### src/rtl/core/wvs_pkg.sv
// ----------------------------------------------------------------------------
// wvs_pkg
// Shared types and constants of the waypoint velocity setpoint block.
// ----------------------------------------------------------------------------
`timescale 1ns / 1ps
`default_nettype none

package wvs_pkg;

  localparam int CAP_BITS = 30;
  localparam int SQ_W     = 62;
  localparam int ROOT_W   = 31;
  localparam int PROD_W   = 42;
  localparam int Q_W      = 12;
  localparam int VEL_W    = 13;
  localparam int LEG_W    = 2;
  localparam int OUT_W    = 48;
  localparam int LEG_LSB  = 3 * VEL_W;
  localparam int ARR_BIT  = LEG_LSB + LEG_W;
  localparam int CFG_AW   = 3;
  localparam int CFG_DW   = 16;

  localparam logic signed [15:0] LEG3_HEIGHT = 16'sd1000;

  localparam logic [CFG_AW-1:0] REG_MAX_SPEED    = 3'd0;
  localparam logic [CFG_AW-1:0] REG_XY_TOLERANCE = 3'd1;
  localparam logic [CFG_AW-1:0] REG_Z_TOLERANCE  = 3'd2;
  localparam logic [CFG_AW-1:0] REG_HOME_X       = 3'd3;
  localparam logic [CFG_AW-1:0] REG_HOME_Y       = 3'd4;
  localparam logic [CFG_AW-1:0] REG_HOVER_HEIGHT = 3'd5;
  localparam logic [CFG_AW-1:0] REG_SIDE_OFFSET  = 3'd6;

  localparam logic [LEG_W-1:0] LEG_DONE    = 2'd0;
  localparam logic [LEG_W-1:0] LEG_TAKEOFF = 2'd1;
  localparam logic [LEG_W-1:0] LEG_SIDE    = 2'd2;
  localparam logic [LEG_W-1:0] LEG_FINAL   = 2'd3;

  typedef enum logic [2:0] {
    S_IDLE,
    S_PREP,
    S_SQ,
    S_LIM,
    S_ROOT,
    S_MUL,
    S_DIV,
    S_FIN
  } wvs_state_t;

endpackage

`default_nettype wire

### src/rtl/core/wvs_sqrt.sv
// ----------------------------------------------------------------------------
// wvs_sqrt
// Serial ceiling square root, one result bit per cycle.
// ----------------------------------------------------------------------------
`timescale 1ns / 1ps
`default_nettype none

module wvs_sqrt (
  input  wire logic                       clk,
  input  wire logic                       rst_n,
  input  wire logic                       start,
  input  wire logic [wvs_pkg::SQ_W-1:0]   radicand,
  output logic                            done,
  output logic [wvs_pkg::ROOT_W-1:0]      root
);
  import wvs_pkg::*;

  logic [SQ_W-1:0] x_r, x_nxt, r_r, r_nxt, bit_r;
  logic [4:0]      cnt_r;
  logic            busy_r, done_r;
  logic [SQ_W-1:0] trial;

  always_comb begin
    trial = r_r + bit_r;
    if (x_r >= trial) begin
      x_nxt = x_r - trial;
      r_nxt = (r_r >> 1) + bit_r;
    end else begin
      x_nxt = x_r;
      r_nxt = r_r >> 1;
    end
  end

  always_ff @(posedge clk) begin
    if (!rst_n) begin
      busy_r <= 1'b0;
      done_r <= 1'b0;
      cnt_r  <= '0;
    end else begin
      done_r <= 1'b0;
      if (start) begin
        busy_r <= 1'b1;
        cnt_r  <= '0;
      end else if (busy_r) begin
        cnt_r <= cnt_r + 5'd1;
        if (cnt_r == 5'(ROOT_W - 1)) begin
          busy_r <= 1'b0;
          done_r <= 1'b1;
        end
      end
    end
  end

  always_ff @(posedge clk) begin
    if (start) begin
      x_r   <= radicand;
      r_r   <= '0;
      bit_r <= SQ_W'(1) << (SQ_W - 2);
    end else if (busy_r) begin
      x_r   <= x_nxt;
      r_r   <= r_nxt;
      bit_r <= bit_r >> 2;
    end
  end

  assign done = done_r;
  assign root = r_r[ROOT_W-1:0] + ROOT_W'(x_r != '0);

endmodule

`default_nettype wire

### src/rtl/core/wvs_div.sv
// ----------------------------------------------------------------------------
// wvs_div
// Serial restoring divider, one quotient bit per cycle.
// ----------------------------------------------------------------------------
`timescale 1ns / 1ps
`default_nettype none

module wvs_div (
  input  wire logic                       clk,
  input  wire logic                       rst_n,
  input  wire logic                       start,
  input  wire logic [wvs_pkg::PROD_W-1:0] num,
  input  wire logic [wvs_pkg::ROOT_W-1:0] den,
  output logic                            done,
  output logic [wvs_pkg::Q_W-1:0]         quot
);
  import wvs_pkg::*;

  logic [ROOT_W-1:0] rem_r, den_r;
  logic [Q_W-1:0]    nb_r, q_r;
  logic [3:0]        cnt_r;
  logic              busy_r, done_r;
  logic [ROOT_W:0]   t;
  logic              ge;

  assign t  = {rem_r, nb_r[Q_W-1]};
  assign ge = t >= {1'b0, den_r};

  always_ff @(posedge clk) begin
    if (!rst_n) begin
      busy_r <= 1'b0;
      done_r <= 1'b0;
      cnt_r  <= '0;
    end else begin
      done_r <= 1'b0;
      if (start) begin
        busy_r <= 1'b1;
        cnt_r  <= '0;
      end else if (busy_r) begin
        cnt_r <= cnt_r + 4'd1;
        if (cnt_r == 4'(Q_W - 1)) begin
          busy_r <= 1'b0;
          done_r <= 1'b1;
        end
      end
    end
  end

  always_ff @(posedge clk) begin
    if (start) begin
      rem_r <= ROOT_W'(num[PROD_W-1:Q_W]);
      nb_r  <= num[Q_W-1:0];
      den_r <= den;
      q_r   <= '0;
    end else if (busy_r) begin
      rem_r <= ge ? ROOT_W'(t - {1'b0, den_r}) : ROOT_W'(t);
      nb_r  <= nb_r << 1;
      q_r   <= {q_r[Q_W-2:0], ge};
    end
  end

  assign done = done_r;
  assign quot = q_r;

endmodule

`default_nettype wire

### src/rtl/core/waypoint_velocity_setpoint.sv
// ----------------------------------------------------------------------------
// waypoint_velocity_setpoint
// Velocity command toward the current leg target, speed limited, with leg
// sequencing on arrival.
// ----------------------------------------------------------------------------
// channel | dir | handshake             | payload
// in_     | in  | in_tvalid/in_tready   | meas_x, meas_y, meas_z
// out_    | out | out_tvalid/out_tready | vel_x, vel_y, vel_z, leg_now, arrived
// cfg_    | in  | cfg_we                | cfg_addr, cfg_wdata
// One sample at a time: setup, bit-serial shift-add squaring of each error
// component, then a compare and the output load; when the limit applies, a
// square root and one division per component come before the load.
// Reset clears the leg to take-off, loads the register defaults and empties
// the output register. A stalled output holds; the next sample is taken while
// it waits.
// ----------------------------------------------------------------------------
`timescale 1ns / 1ps
`default_nettype none

module waypoint_velocity_setpoint #(
  parameter  int LEG_COUNT = 2,
  parameter  int POS_BITS  = 16,
  localparam int IN_W      = ((3 * POS_BITS + 7) / 8) * 8
) (
  input  wire logic                       clk,
  input  wire logic                       rst_n,
  input  wire logic                       in_tvalid,
  output logic                            in_tready,
  input  wire logic [IN_W-1:0]            in_tdata,   // meas_x, meas_y, meas_z
  output logic                            out_tvalid,
  input  wire logic                       out_tready,
  output logic [wvs_pkg::OUT_W-1:0]       out_tdata,  // vel_x, vel_y, vel_z, leg_now, arrived
  input  wire logic                       cfg_we,
  input  wire logic [wvs_pkg::CFG_AW-1:0] cfg_addr,
  input  wire logic [wvs_pkg::CFG_DW-1:0] cfg_wdata
);
  import wvs_pkg::*;

  localparam int DW = ((POS_BITS > 17) ? POS_BITS : 17) + 1;

  wvs_state_t state_r, state_nxt;

  logic [11:0]        max_speed_r, xy_tol_r, z_tol_r;
  logic signed [15:0] home_x_r, home_y_r, side_off_r;
  logic [14:0]        hover_r;
  logic [LEG_W-1:0]   leg_r, leg_nxt, leg_eff;

  logic signed [POS_BITS-1:0] meas [3];
  logic signed [16:0]         tgt_y;
  logic signed [15:0]         tgt_z;
  logic signed [DW-1:0]       d_in [3];
  logic signed [DW-1:0]       d_r [3];
  logic [DW-1:0]              a_w [3];
  logic [DW-1:0]              a_or;
  logic [5:0]                 kk;
  logic [CAP_BITS-1:0]        a_r [3];
  logic                       arr_w, arr_r;
  logic [23:0]                msq_r;

  logic [SQ_W-1:0]     acc_r, mcand_r;
  logic [CAP_BITS-1:0] mpl_r;
  logic [4:0]          cnt_r;
  logic [1:0]          comp_r, comp_inc;
  logic                lim_r;
  logic [ROOT_W-1:0]   root_r;
  logic [Q_W-1:0]      q_r [3];

  logic              sq_start, sq_done, div_start, div_done, out_load, over;
  logic [ROOT_W-1:0] sq_root;
  logic [Q_W-1:0]    div_q;
  logic [PROD_W-1:0] prod;
  logic [VEL_W-1:0]  vel [3];
  logic              out_tvalid_r;
  logic [OUT_W-1:0]  out_tdata_r;

  assign comp_inc = comp_r + 2'd1;
  assign over     = acc_r > SQ_W'(msq_r);

  // ---- targets and errors
  always_comb begin
    for (int i = 0; i < 3; i++) begin
      meas[i] = in_tdata[i*POS_BITS +: POS_BITS];
    end
    leg_eff = (leg_r == LEG_DONE) ? LEG_W'(LEG_COUNT) : leg_r;
    tgt_y   = (leg_eff == LEG_SIDE) ? 17'(home_y_r) + 17'(side_off_r) : 17'(home_y_r);
    tgt_z   = (leg_eff == LEG_FINAL) ? LEG3_HEIGHT : $signed({1'b0, hover_r});
    d_in[0] = DW'(home_x_r) - DW'(meas[0]);
    d_in[1] = DW'(tgt_y) - DW'(meas[1]);
    d_in[2] = DW'(tgt_z) - DW'(meas[2]);
  end

  // ---- magnitudes, common scaling, arrival
  always_comb begin
    for (int i = 0; i < 3; i++) begin
      a_w[i] = d_r[i][DW-1] ? DW'(-d_r[i]) : DW'(d_r[i]);
    end
    a_or = a_w[0] | a_w[1] | a_w[2];
    kk   = '0;
    for (int j = 0; j < DW; j++) begin
      if (j >= CAP_BITS && a_or[j]) kk = 6'(j - CAP_BITS + 1);
    end
    arr_w = (a_w[0] < DW'(xy_tol_r)) && (a_w[1] < DW'(xy_tol_r)) &&
            (a_w[2] < DW'(z_tol_r)) &&
            ((25'(a_w[0][11:0]) * 25'(a_w[0][11:0]) +
              25'(a_w[1][11:0]) * 25'(a_w[1][11:0]))
             < 25'(xy_tol_r) * 25'(xy_tol_r));
  end

  // ---- next state
  always_comb begin
    state_nxt = state_r;
    case (state_r)
      S_IDLE: if (in_tvalid) state_nxt = S_PREP;
      S_PREP: state_nxt = S_SQ;
      S_SQ:   if (cnt_r == 5'(CAP_BITS - 1) && comp_r == 2'd2) state_nxt = S_LIM;
      S_LIM:  state_nxt = over ? S_ROOT : S_FIN;
      S_ROOT: if (sq_done) state_nxt = S_MUL;
      S_MUL:  state_nxt = S_DIV;
      S_DIV:  if (div_done) state_nxt = (comp_r == 2'd2) ? S_FIN : S_MUL;
      S_FIN:  if (!out_tvalid_r || out_tready) state_nxt = S_IDLE;
      default: state_nxt = S_IDLE;
    endcase
  end

  // ---- control outputs
  always_comb begin
    in_tready = 1'b0;
    sq_start  = 1'b0;
    div_start = 1'b0;
    out_load  = 1'b0;
    case (state_r)
      S_IDLE: in_tready = 1'b1;
      S_LIM:  sq_start  = over;
      S_MUL:  div_start = 1'b1;
      S_FIN:  out_load  = !out_tvalid_r || out_tready;
      default: ;
    endcase
  end

  always_ff @(posedge clk) begin
    if (!rst_n) begin
      state_r <= S_IDLE;
    end else begin
      state_r <= state_nxt;
    end
  end

  // ---- configuration
  always_ff @(posedge clk) begin
    if (!rst_n) begin
      max_speed_r <= 12'd500;
      xy_tol_r    <= 12'd200;
      z_tol_r     <= 12'd100;
      home_x_r    <= 16'sd2400;
      home_y_r    <= 16'sd3550;
      hover_r     <= 15'd950;
      side_off_r  <= 16'sd700;
    end else if (cfg_we) begin
      case (cfg_addr)
        REG_MAX_SPEED:    max_speed_r <= cfg_wdata[11:0];
        REG_XY_TOLERANCE: xy_tol_r    <= cfg_wdata[11:0];
        REG_Z_TOLERANCE:  z_tol_r     <= cfg_wdata[11:0];
        REG_HOME_X:       home_x_r    <= cfg_wdata;
        REG_HOME_Y:       home_y_r    <= cfg_wdata;
        REG_HOVER_HEIGHT: hover_r     <= cfg_wdata[14:0];
        REG_SIDE_OFFSET:  side_off_r  <= cfg_wdata;
        default: ;
      endcase
    end
  end

  // ---- datapath
  assign prod = PROD_W'(a_r[comp_r]) * PROD_W'(max_speed_r);

  always_ff @(posedge clk) begin
    case (state_r)
      S_IDLE: begin
        if (in_tvalid) begin
          for (int i = 0; i < 3; i++) d_r[i] <= d_in[i];
        end
      end
      S_PREP: begin
        for (int i = 0; i < 3; i++) a_r[i] <= CAP_BITS'(a_w[i] >> kk);
        mcand_r <= SQ_W'(CAP_BITS'(a_w[0] >> kk));
        mpl_r   <= CAP_BITS'(a_w[0] >> kk);
        acc_r   <= '0;
        cnt_r   <= '0;
        comp_r  <= '0;
        arr_r   <= arr_w;
        msq_r   <= 24'(max_speed_r) * 24'(max_speed_r);
      end
      S_SQ: begin
        if (mpl_r[0]) acc_r <= acc_r + mcand_r;
        if (cnt_r == 5'(CAP_BITS - 1)) begin
          cnt_r   <= '0;
          comp_r  <= (comp_r == 2'd2) ? 2'd0 : comp_inc;
          mcand_r <= SQ_W'(a_r[comp_inc]);
          mpl_r   <= a_r[comp_inc];
        end else begin
          cnt_r   <= cnt_r + 5'd1;
          mcand_r <= mcand_r << 1;
          mpl_r   <= mpl_r >> 1;
        end
      end
      S_LIM: begin
        lim_r  <= over;
        comp_r <= '0;
      end
      S_ROOT: if (sq_done) root_r <= sq_root;
      S_DIV: begin
        if (div_done) begin
          q_r[comp_r] <= div_q;
          comp_r      <= comp_inc;
        end
      end
      default: ;
    endcase
  end

  always_comb begin
    for (int i = 0; i < 3; i++) begin
      if (lim_r) vel[i] = d_r[i][DW-1] ? -VEL_W'(q_r[i]) : VEL_W'(q_r[i]);
      else       vel[i] = d_r[i][VEL_W-1:0];
    end
    leg_nxt = leg_r;
    if (arr_r && leg_r != LEG_DONE) begin
      leg_nxt = (32'(leg_r) >= LEG_COUNT) ? LEG_DONE : leg_r + 2'd1;
    end
  end

  always_ff @(posedge clk) begin
    if (!rst_n) begin
      leg_r        <= LEG_TAKEOFF;
      out_tvalid_r <= 1'b0;
    end else begin
      if (out_load) begin
        leg_r        <= leg_nxt;
        out_tvalid_r <= 1'b1;
      end else if (out_tready) begin
        out_tvalid_r <= 1'b0;
      end
    end
  end

  always_ff @(posedge clk) begin
    if (out_load) begin
      out_tdata_r <= OUT_W'({arr_r, leg_nxt, vel[2], vel[1], vel[0]});
    end
  end

  assign out_tvalid = out_tvalid_r;
  assign out_tdata  = out_tdata_r;

  wvs_sqrt u_sqrt (
    .clk      (clk),
    .rst_n    (rst_n),
    .start    (sq_start),
    .radicand (acc_r),
    .done     (sq_done),
    .root     (sq_root)
  );

  wvs_div u_div (
    .clk   (clk),
    .rst_n (rst_n),
    .start (div_start),
    .num   (prod),
    .den   (root_r),
    .done  (div_done),
    .quot  (div_q)
  );

endmodule

`default_nettype wire

### config.mk
export PLATFORM = sky130hd
export DESIGN_NAME = waypoint_velocity_setpoint
export DESIGN_NICKNAME = d
export VERILOG_FILES = /design/src/rtl/core/wvs_pkg.sv /design/src/rtl/core/wvs_sqrt.sv /design/src/rtl/core/wvs_div.sv /design/src/rtl/core/waypoint_velocity_setpoint.sv
export SDC_FILE = /design/constraint.sdc
export NUM_CORES = 2
export LEC_CHECK = 0
export ABC_AREA = 1
export ABC_CLOCK_PERIOD_IN_PS = 10300
export BUFFER_PORTS_ARGS = -buffer_cell sky130_fd_sc_hd__clkbuf_2
export CORE_ASPECT_RATIO = 0.7
export CORE_MARGIN = 5
export CORE_UTILIZATION = 30
export CTS_CLUSTER_DIAMETER = 60
export DETAILED_ROUTE_END_ITERATION = 7
export PLACE_DENSITY_LB_ADDON = 0.12
export SYNTH_ARGS = -nofsm -noshare
export SYNTH_HDL_FRONTEND = slang
export SYNTH_SLANG_ARGS = --single-unit
### constraint.sdc
create_clock -name clk -period 10.3 [get_ports clk]
set_clock_uncertainty 0.15 [all_clocks]
set_input_delay 0 -clock clk [delete_from_list [all_inputs] [get_ports clk]]
set_output_delay 0 -clock clk [all_outputs]
set_load 0.005 [all_outputs]
==> qor.txt <==
DIE HEIGHT - 435 um
htree depth - 3
Post-synth EDFFs - 524
DRC viols - 0
Final Slew Violations - 0
fmax - 105 MHz
Clock transition at path regs - 0.06 ns
synth top area cells - edfxtp_1, fa_1, nand2_1
Worst-Skew Late Latency - 0.76 ns
fin crit period - 9.50 ns
Routed wire per std cell - 21.0 um
Initial Util - 30.1%
FF+latch count, synth - 750
Top FF cell, synth - edfxtp_1
Syn Inst Count - 10,500
Largest delay share family, worst path - adder cells
Crit-path slowest cell - fa_1
final setup fails - 0
DRT iter0 DRCs - 6,090
CTS Buffer Depth - 3
Buffers & Inverters on Critical Path - 6
crit path DAT - 9.97 ns
IO Pins - 122
Via Count - 70,100
grt ovf - 0
Synth Warn # - 0
share of cells above drive strength 1 - 4.86%
Hold Slack - 0.0974 ns
post-CTS setup buffer count - 0
Max-Cap Viols - 0
Port-buffer cells - 115
headroom to the max-slew limit - 13.2%
Post-DP HPWL - 247,000 um
asr flop ratio synth - 0%
root buffer cell - clkbuf_16
largest net degree at the start of global routing - 119
Synth top area share - 20.3%
chip width - 618 um
sequential share of the synthesized area - 26.1%
overall routing resource usage - 21.8%
Hold Path Class - input port to register
CP Class - register to register
CTS tree - yes
vias in the first global route - 67,900
Tcrit/Tclk final - 92.2%
Setup crit end kind - register
CTS sink count - 750
Cell Rows - 156
Layout Nets - 11,900
DRT antenna net count - 0
CP peak stage delay - 0.62 ns
Pre-Repair DR Iteration Count - 8
status - finished, final reports clean
Startpoint Class - register
DR vias/cell - 4.92
initial antenna violation count - 16
mean post-synth cell area - 7.39 sq um
die area - 269,000 sq um
core area - 258,000 sq um
Synth cell types - 67
post-route setup TNS - 0 ns
Hold Vio Cnt, Final - 0
Slew @ Worst Pin - 1.29 ns
gp weighted congestion - 0.930
CP max FO - 10
first-pass GRT wire length - 445,000 um
Total Wirelength - 299,000 um
biggest area consumer among synthesized cells - edfxtp_1
RSZ-0062 raised after global routing - false
count leader, synth - nand2_1
Area growth, synth to finish - 12.1%
CTS Buf Count - 103
cell mode on critical path - fa_1
Required @ worst endpoint - 10.77 ns
Synth Cell Area - 77,600 sq um
commonest cells in the netlist - nand2_1, inv_1, nor2_1
==> final cells by class <==
class | count | area (sq um)
diodes | 7 | 17.5
clock buffers | 116 | 2680
clock inverters | 79 | 1010
fillers | 27700 | 171000
inverters | 1977 | 7420
multi-input cells | 7536 | 48900
flip-flops and latches | 750 | 20300
well taps | 3476 | 4350
repair buffers | 303 | 2280
==> through the flow <==
stage | setup WS, ns | cell area (sq um) | cells | utilization, %
2_1_floorplan | 2.05 | 77600 | 10500 | -
3_3_place_gp | 0.879 | 82100 | 13900 | 31.9
3_5_place_dp | 0.822 | 82100 | 13900 | 31.9
4_1_cts | 0.765 | 86900 | 14200 | 33.7
5_1_grt | 0.0983 | 86900 | 14200 | 33.7
6_report | 0.799 | 86900 | 14200 | 33.7
==> worst reg2reg max path: cells and delay by family (launching register included) <==
family                     cells  cell delay (ns)
xor gates and xnor gates       1             0.16
adders and majority gates     10             4.53
AOI/OAI and AO/OA              5             0.92
and+or+nand+nor               15             2.30
DFF                            1             0.53
buffers and inverters          6             0.74
==> repair_timing <==
action | CTS | global route
setup endpoints to repair | 0 | 1
endpoints found under the hold margin | 161 | 0
resized for setup | 0 | 1
hold buffers | 110 | 0
==> layer usage <==
| layer | track usage, % | routed length (um) | vias up |
|---|---|---|---|
| li1 | - | - | 33900 |
| met1 | 36.1 | 161000 | 33900 |
| met2 | 28.8 | 112000 | 2135 |
| met3 | 4.12 | 22900 | 202 |
| met4 | 3.02 | 4160 | 0 |
| met5 | 0 | 0 | - |
==> cells in the final DEF, fill, tap and decap left out, types with 105 or more instances in the layout <==
master,Yosys,final
fa_1,525,525
clkbuf_16,0,105
nand2_1,2399,2396
xor2_1,211,210
nor2_1,1094,1087
clkbuf_2,1,114
o21ai_0,578,571
a21oi_1,636,636
nand3_1,542,542
xnor2_1,142,142
edfxtp_1,524,524
dlygate4sd3_1,0,110
inv_1,1936,1933
dfxtp_1,226,221
nor3_1,106,105
ha_1,669,669
==> sequential cells by signal, indices dropped and copies added (netlist names), 23 cells and up, named ones only <==
| register | cells |
|---|---|
| u_div.den_r | 31 |
| acc_r | 62 |
| mcand_r | 62 |
| msq_r | 23 |
| a_r | 54 |
| root_r | 31 |
| u_sqrt.bit_r | 31 |
| u_sqrt.r_r | 62 |
| u_div.rem_r | 31 |
| q_r | 36 |
| out_tdata | 42 |
| u_sqrt.x_r | 62 |
| d_r | 52 |
==> kinds of logic (layout without fill, tap and decap cells) <==
logic type,Yosys count,in the layout,synth area share (%)
adder cells (fa/ha/maj),1194,1194,24.3
flip-flops,750,750,26.1
XOR/XNOR,355,355,4.03
other,1,15,0.00483
buffers and inverters,2216,2475,10.9
AO/OA/AOI/OAI,1534,1534,10.8
multiplexers,4,4,0.0516
AND/OR/NAND/NOR,4441,4441,23.7
==> worst paths after layout <==
check	to	cells past startpoint	slack [ns]	start
max reg2reg	arr_r	37	0.80	d_r[0][0]
max	arr_r	37	0.80	d_r[0][0]
min reg2reg	u_div.den_r[8]	0	0.24	root_r[8]
min	d_r[0][36]	4	0.1	in_tdata[32]
Power is not shown: default switching activity piles up to over one toggle a cycle in this logic, so the estimate is an artifact.
